==> config.mk <==
export PLATFORM = sky130hd
export DESIGN_NAME = sorted_position_min_queue_unit
export DESIGN_NICKNAME = d
export VERILOG_FILES = /design/src/sv/sopmq_pkg.sv /design/src/sv/sorted_position_min_queue_unit.sv
export SDC_FILE = /design/constraint.sdc
export NUM_CORES = 2
export LEC_CHECK = 0
export BUFFER_PORTS_ARGS = -buffer_cell sky130_fd_sc_hd__buf_2
export CORE_MARGIN = 5
export CORE_UTILIZATION = 25
export DETAILED_ROUTE_END_ITERATION = 16
export PLACE_DENSITY = 0.48
export SETUP_SLACK_MARGIN = 0.2
export SKIP_CTS_REPAIR_TIMING = 1
export SLEW_MARGIN = 20
export SYNTH_ARGS = -nofsm -noshare
export SYNTH_HDL_FRONTEND = slang
export SYNTH_SLANG_ARGS = --single-unit
==> constraint.sdc <==
create_clock -name i_clk -period 6.45 [get_ports i_clk]
set_input_delay 0.3225 -clock i_clk [delete_from_list [all_inputs] [get_ports i_clk]]
set_output_delay 0.3225 -clock i_clk [all_outputs]
set_load 0.005 [all_outputs]
==> src/sv/sopmq_pkg.sv <==
// ----------------------------------------------------------------------------
// sopmq_pkg
// Shared types and codes for the sorted position min-queue.
// ----------------------------------------------------------------------------
package sopmq_pkg;

    localparam int KEY_W = 40;

    localparam logic [1:0] KIND_ADD  = 2'd0;
    localparam logic [1:0] KIND_PEEK = 2'd1;
    localparam logic [1:0] KIND_POP  = 2'd2;

    typedef struct packed {
        logic [1:0]  kind;
        logic [15:0] pair_index;
        logic [23:0] data_offset;
    } t_cmd;

    typedef struct packed {
        logic       ok;
        logic [4:0] count;
    } t_result;

endpackage

==> src/sv/sorted_position_min_queue_unit.sv <==
// ----------------------------------------------------------------------------
// sorted_position_min_queue_unit
// Bounded priority queue of (pair_index, data_offset) words, kept sorted.
// Pop, refused add or add to an empty queue: strobe in the cycle after start.
// Peek: RAM read, then compare. Add: one compare-and-shift step per cycle, one RAM.
// A new word may be started in the cycle its predecessor's result is strobed.
// Synchronous active-low reset empties the queue; entry storage is not cleared.
// ----------------------------------------------------------------------------
module sorted_position_min_queue_unit #(
    parameter int QUEUE_SLOTS = 32
) (
    input  logic                  i_clk,
    input  logic                  i_rst_n,
    input  logic                  start,
    output logic                  busy,
    input  sopmq_pkg::t_cmd       i_cmd,
    output logic                  o_valid,
    output sopmq_pkg::t_result    o_result
);

    localparam int AW = (QUEUE_SLOTS > 2) ? $clog2(QUEUE_SLOTS) : 1;
    localparam logic [AW-1:0] HeldMax = AW'(QUEUE_SLOTS - 1);

    typedef enum logic [1:0] {
        ST_IDLE,
        ST_SHIFT,
        ST_PLACE,
        ST_PEEK
    } t_state;

    logic [sopmq_pkg::KEY_W-1:0] mem [QUEUE_SLOTS];

    t_state                      r_state, n_state;
    logic [AW-1:0]               r_held,  n_held;
    logic [AW-1:0]               r_pos,   n_pos;
    logic [1:0]                  r_kind,  n_kind;
    logic [sopmq_pkg::KEY_W-1:0] r_key,   n_key;
    logic                        r_valid, n_valid;
    logic                        r_ok,    n_ok;
    logic [sopmq_pkg::KEY_W-1:0] r_rd_data;

    logic                        mem_we;
    logic [AW-1:0]               mem_wa;
    logic [sopmq_pkg::KEY_W-1:0] mem_wd;
    logic                        mem_re;
    logic [AW-1:0]               mem_ra;

    logic [sopmq_pkg::KEY_W-1:0] in_key;

    assign in_key = {i_cmd.pair_index, i_cmd.data_offset};

    always_comb begin
        n_state = r_state;
        n_held  = r_held;
        n_pos   = r_pos;
        n_kind  = r_kind;
        n_key   = r_key;
        n_valid = 1'b0;
        n_ok    = r_ok;
        mem_we  = 1'b0;
        mem_wa  = r_pos;
        mem_wd  = r_key;
        mem_re  = 1'b0;
        mem_ra  = r_pos - AW'(1);
        unique case (r_state)
            ST_IDLE: begin
                if (start) begin
                    n_kind = i_cmd.kind;
                    n_key  = in_key;
                    n_ok   = 1'b0;
                    case (i_cmd.kind)
                        sopmq_pkg::KIND_ADD: begin
                            if (r_held == HeldMax) begin
                                n_valid = 1'b1;
                            end else if (r_held == '0) begin
                                mem_we  = 1'b1;
                                mem_wa  = '0;
                                mem_wd  = in_key;
                                n_held  = r_held + AW'(1);
                                n_ok    = 1'b1;
                                n_valid = 1'b1;
                            end else begin
                                n_pos   = r_held;
                                mem_re  = 1'b1;
                                mem_ra  = r_held - AW'(1);
                                n_state = ST_SHIFT;
                            end
                        end
                        sopmq_pkg::KIND_PEEK: begin
                            if (r_held == '0) begin
                                n_valid = 1'b1;
                            end else begin
                                mem_re  = 1'b1;
                                mem_ra  = r_held - AW'(1);
                                n_state = ST_PEEK;
                            end
                        end
                        sopmq_pkg::KIND_POP: begin
                            if (r_held != '0) begin
                                n_held = r_held - AW'(1);
                                n_ok   = 1'b1;
                            end
                            n_valid = 1'b1;
                        end
                        default: begin
                            n_valid = 1'b1;
                        end
                    endcase
                end
            end
            ST_SHIFT: begin
                mem_we = 1'b1;
                mem_wa = r_pos;
                if (r_key > r_rd_data) begin
                    // entry below is smaller: move it up one slot
                    mem_wd = r_rd_data;
                    n_pos  = r_pos - AW'(1);
                    if (r_pos == AW'(1)) begin
                        n_state = ST_PLACE;
                    end else begin
                        mem_re = 1'b1;
                        mem_ra = r_pos - AW'(2);
                    end
                end else begin
                    mem_wd  = r_key;
                    n_held  = r_held + AW'(1);
                    n_ok    = 1'b1;
                    n_valid = 1'b1;
                    n_state = ST_IDLE;
                end
            end
            ST_PLACE: begin
                mem_we  = 1'b1;
                mem_wa  = r_pos;
                mem_wd  = r_key;
                n_held  = r_held + AW'(1);
                n_ok    = 1'b1;
                n_valid = 1'b1;
                n_state = ST_IDLE;
            end
            ST_PEEK: begin
                n_ok    = (r_rd_data == r_key);
                n_valid = 1'b1;
                n_state = ST_IDLE;
            end
            default: begin
                n_state = ST_IDLE;
            end
        endcase
    end

    always_ff @(posedge i_clk) begin
        if (mem_we) begin
            mem[mem_wa] <= mem_wd;
        end
        if (mem_re) begin
            r_rd_data <= mem[mem_ra];
        end
    end

    always_ff @(posedge i_clk) begin
        if (!i_rst_n) begin
            r_state <= ST_IDLE;
            r_held  <= '0;
            r_valid <= 1'b0;
        end else begin
            r_state <= n_state;
            r_held  <= n_held;
            r_valid <= n_valid;
        end
        r_pos  <= n_pos;
        r_kind <= n_kind;
        r_key  <= n_key;
        r_ok   <= n_ok;
    end

    assign busy           = (r_state != ST_IDLE);
    assign o_valid        = r_valid;
    assign o_result.ok    = r_ok;
    assign o_result.count = 5'(r_held);

    a_held_bound: assert property (@(posedge i_clk) disable iff (!i_rst_n)
        r_held <= HeldMax)
        else $error("queue holds more words than allowed");

    a_pos_bound: assert property (@(posedge i_clk) disable iff (!i_rst_n)
        busy && r_kind == sopmq_pkg::KIND_ADD |-> r_pos <= r_held)
        else $error("insert position beyond queue fill");

    a_pop_count: assert property (@(posedge i_clk) disable iff (!i_rst_n)
        o_valid && r_kind == sopmq_pkg::KIND_POP && r_ok |->
            r_held == $past(r_held) - AW'(1))
        else $error("pop did not lower fill by one");

    a_add_count: assert property (@(posedge i_clk) disable iff (!i_rst_n)
        o_valid && r_kind == sopmq_pkg::KIND_ADD && r_ok |->
            r_held == $past(r_held) + AW'(1))
        else $error("add did not raise fill by one");

endmodule
# Word level (Yosys, flattened, before mapping)
# Memories as Yosys holds them, arrays and structs flattened. A register that Yosys moved wholly into a read port is not among the register bits.
# Index checks and enable logic that the tools add are counted.
# classes
eq_ne	22
n_reduce_logical	14
n_mux	63
n_lt_le_gt_ge	1
add_sub_neg	4
# op_table
op	count
$mux 40	5
$mux 5	20
$pmux 40 s2	1
$eq 40x40->1	1
$gt 40x40->1	1
$pmux 5 s2	4
$ne 3x3->1 const B	6
$mux 1	17
$pmux 5 s3	1
$mux 2	6
$reduce_and 6->1	2
$ne 2x2->1 const B	5
$pmux 1 s2	5
$sub 5x1->5 const B	2
$reduce_and 7->1	1
$eq 2x2->1 const B	3
$ne 3x1->1 const B	2
$pmux 2 s3	1
$add 5x1->5 const B	1
$eq 5x1->1 const B	1
$eq 5x5->1 const B	1
$logic_not 5->1	1
$reduce_bool 5->1	1
$sub 5x2->5 const B	1
10 further kinds	15
# word_totals
ramBits	1280
elab_cells	111
output_inout_bits	8
mem_count	1
input_bits	45
regBits	54
# mem_list
memory	depth	width	read_ports	rd_ports_with_merged_regs	write_ports	line	rtl
mem	32	40	1	1	1	sorted_position_min_queue_unit.sv:31	logic [sopmq_pkg::KEY_W-1:0] mem [QUEUE_SLOTS];

# Depth between registers and ports, before layout
# logic_depth
word_depth	8
depth_mapped	19
ltp_nobuf	14

# Worst setup path before layout
# No wires, ideal clock.
# synth_path
path_kind	flip-flop to flip-flop
from	register r_state[0]
to	memory mem[16][0] (netlist bit) (enable)
required_time_ns	5.963
setup_ns	0.487
path_slack_ns	-0.400
stages_incl_launch_ff	11
period_less_slack_ns	6.850
arrival_time_ns	6.363
path_buffers	2
path_cell_list	dfxtp_1 -> inv_1 -> ha_1 -> clkinv_1 -> nor2_1 -> and3_1 -> clkbuf_1 -> a31oi_1 -> or2_2 -> clkbuf_1 -> nor3_1
# synth_via
elab_chain_len	5
elab_cells_between_ends	8
classes_between	eq/ne: 2; mux: 4; reduce/logical: 2
# synth_rtl
element	line	rtl
from (decl)	sorted_position_min_queue_unit.sv:33	t_state r_state, n_state;
from (signal assigned)	sorted_position_min_queue_unit.sv:167	r_state <= n_state;
$eq 2x1->1 / $eq 2x2->1 (equally long branches)	sorted_position_min_queue_unit.sv:65	unique case (r_state)
$reduce_or 2->1 (no source line)	--	
$pmux 1 s2	sorted_position_min_queue_unit.sv:65	
$mux 1	sorted_position_min_queue_unit.sv:153	if (mem_we) begin
$mux 1 (not written as such)	sorted_position_min_queue_unit.sv:154	mem[mem_wa] <= mem_wd;
to (decl)	sorted_position_min_queue_unit.sv:31	
# Parallel ways exist; a longest one is shown, timed or not.

# Final worst setup path
# layout_path
from	register r_key[7] (netlist bit)
to	register r_rd_data[35] (netlist bit), read port of mem, data pin
# layout_via
elab_chain_len	3
elab_cells_between_ends	5
classes_between	order compare: 1; mux: 4
# layout_rtl
element	line	rtl
from (decl)	sorted_position_min_queue_unit.sv:37	logic [sopmq_pkg::KEY_W-1:0] r_key, n_key;
from (signal assigned)	sorted_position_min_queue_unit.sv:173	r_key <= n_key;
$gt 40x40->1 *	sorted_position_min_queue_unit.sv:114	if (r_key > r_rd_data) begin
$mux 5 / $mux 1 (equally long branches)	sorted_position_min_queue_unit.sv:114	
$pmux 5 s2 / $pmux 1 s2 (equally long branches)	sorted_position_min_queue_unit.sv:65	
to (decl)	sorted_position_min_queue_unit.sv:40	logic [sopmq_pkg::KEY_W-1:0] r_rd_data;
# Every way passes the cells marked *; elsewhere a longest branch is shown, timed or not.
# A chain may end at the register's enable or synchronous reset.

==> key figures <==
STA
  • Clock skew: just over 0.03 ns
  • Fmax achieved: 168.8 MHz
  • Least-Margin Pin Slew: 1.143 ns
  • Slew Limit Fails: 0
  • Clock period minus worst slack: approximately 5.9 ns
  • RSZ-0062 raised after global routing: false
  • Final setup TNS: 0 ns
  • Tcrit/Tclk final: 0.9184
  • Finish-stage setup viols: 0
  • Final hold vios: 0
  • Slew headroom: 0.2383

Run
  • Max cap viols: 0

Finish
  • Fin area: a little under 70000 sq um
  • Fin cells: about 7700
  • Final core utilization: 0.2926
  • Area growth syn-to-layout: 16.61%
  • Ratio of cells with drive above 1 in the final layout: 0.1120
  • Nets: 4600

Global route
  • Vias in the first global route: ~37000
  • All-Layer GR Usage: 0.1525
  • Initial antenna violation count: 9
  • First-pass GRT wire length: between 200 and 300 mm
  • Largest net degree at the start of global routing: 127
  • Congestion Overflow GR: 0

Setup path
  • Sequence of cells on the critical path: ha_1 > nand4_1 > nor4_1 > buf_4 > and3_1 > nand2b_1 > nor2_1 > a311oi_2 > or4_4 > buf_4 > a21oi_1 > or4_1 > nor4_1
  • Reg2Reg Depth: 13
  • WS Path Type: reg2reg
  • Worst Path Required: ~7 ns
  • Setup crit end kind: register
  • Data arrival time of the worst path: around 6.4 ns
  • Crit path max-delay cell type: nor4_1
  • Max incr delay on CP: 0.84 ns
  • Reg2reg setup slack: about 0.53 ns
  • Max Fanout on Critical Path: 25
  • Startpoint Class: register

Detailed routing
  • DRC: 0
  • Vias per inst: between 5 and 6
  • Per-cell routed wire length: approximately 25 um
  • Iteration count of the initial detailed-routing pass: 5
  • Vias: roughly 39000
  • Initial DRC Count: between 3000 and 4000
  • Drt total wl: between 150 and 200 mm
  • Antenna-violating nets left: 0

Logic synthesis
  • Number of enable flip-flop cells after synthesis: roughly 1400
  • Async SR Flop Fraction: 0
  • Synth top area cells: edfxtp_1, o211ai_1, a21oi_1
  • Netlist Area Pre-Place: about 58000 sq um
  • Count leader, synth: edfxtp_1
  • Area leader, netlist: edfxtp_1
  • Gate count of the mapped netlist: between 4000 and 5000
  • Syn nets: between 4000 and 5000
  • Yosys warns: 0
  • Synth Area per Inst: between 10 and 15 sq um
  • Most frequent cells after synthesis: edfxtp_1, nand2_1, a21oi_1
  • Synth top area share: 0.7036
  • Ys flop type: edfxtp_1
  • Netlist cell types: between 70 and 80
  • #FFs+latches synth: roughly 1400
  • Register area share after synthesis: 0.7064

Clock tree
  • TritonCTS clock tree: yes
  • Clk Latency, worst-skew pair: between 0.7 and 0.8 ns
  • Max Root-Sink Buffers: 3
  • H-tree Lvls: 4
  • CTS Sinks: about 1400
  • CTS clock-pin slew for the worst setup and hold paths: 0.06 ns
  • Root Buffer: clkbuf_16
  • CTS Buf Count: ~140

Status
  • Status: completed

Floorplanning
  • Initial Utilization: 0.2509
  • Core area: around 230000 sq um
  • DIE AREA: about 240000 sq um
  • Rows: 177
  • Die Span Y: just under 500 um
  • Die W: roughly 500 um
  • I/O pin count: 53

Hold path
  • Hold/Removal Path Class: in2reg
  • WHS Path Cells: 4

Place
  • Post-DP HPWL: about 100 mm
  • Placed Area: roughly 63000 sq um
  • Placed insts: roughly 7400
  • GP Congestion: between 0.8 and 0.9
  • I/O Buffers: between 50 and 60
## worst max-delay path: cells and delay by family (launching register included)
family	cells	cell delay, ns
adders and majority gates	1	0.34
AOI/OAI and AO/OA	2	0.60
DFF	1	0.42
and+or+nand+nor	8	3.68
buffers and inverters	2	0.51
## metrics by stage
step | hold slack, ns | setup slack [ns]
after floorplan | 0.4214 | 0.6738
final | 0.07167 | 0.5266
after CTS | -0.3192 | 0.4789
after global routing | 0.07594 | 0.2063
after detailed placement | 0.5285 | 0.5316
after global placement | 0.5191 | 0.5695
## cells by family after synthesis
family                     after synthesis  share of synthesized area
and+or+nand+nor                       1303                     0.1136
buffers and inverters                  707                    0.04960
muxes                                  149                    0.02563
DFF                                   1374                     0.7064
AOI/OAI and AO/OA                      861                    0.09254
xor gates and xnor gates                 9                   0.001352
adders and majority gates               51                    0.01095
## sequential cells by signal, indices dropped and copies added, names as in the netlist
name       count
o_valid        1
r_state        2
mem         1280
r_rd_data     40
r_pos          5
r_ok           1
r_key         40
r_held         5
## layout make-up
class | count | area (sq um)
tap | 3043 | 3807
antenna | 5 | 12.51
multi-input combinational | 2373 | 14840
sequential | 1374 | 41180
clock buffer | 188 | 3918
inverter | 358 | 1344
clock inverter | 61 | 451.7
fill | 23299 | 164300
timing repair buffer | 253 | 2432
## worst paths after layout
| path | startpoint | to |
|---|---|---|
| worst max register to register | r_key[7] | r_rd_data[35] |
| worst min register to register | r_state[1] | r_state[1] |
| worst max-delay path | r_key[7] | r_rd_data[35] |
| worst min-delay path | i_cmd[40] | r_held[1] |
## per-layer routing
metal  track usage  vias up  wire (um)
met5             0        -          0
met4       0.04653        0       5253
met3       0.02687      282      12490
met2        0.2383     1402      87640
met1        0.2162    19937      86090
li1              -    17059          -
## cells in the final DEF, fill, tap and decap left out, drive strengths merged, types with 3 or more instances in the layout
cell type	synthesis	routed
o211ai	310	310
bufinv	0	3
inv	357	362
nand3	327	327
dlygate4sd3	0	42
dfxtp	8	8
o22ai	4	4
nand2	425	425
diode	0	5
a21o	4	4
edfxtp	1366	1366
or3	3	3
a211oi	5	5
nor2	103	103
or4	41	41
o21ai	53	53
xor2	5	5
and3	7	7
clkbuf	209	188
a311o	3	3
xnor2	4	4
nor3	11	11
nand2b	3	3
buf	140	211
mux2i	147	147
a21oi	421	421
nand4	318	318
nor4	44	44
nor2b	4	4
clkinv	1	52
o32ai	38	38
ha	51	51
Power is left out: the tool's default activity adds up to more than one toggle a clock period on the data nets, which glitch-free logic cannot reach.
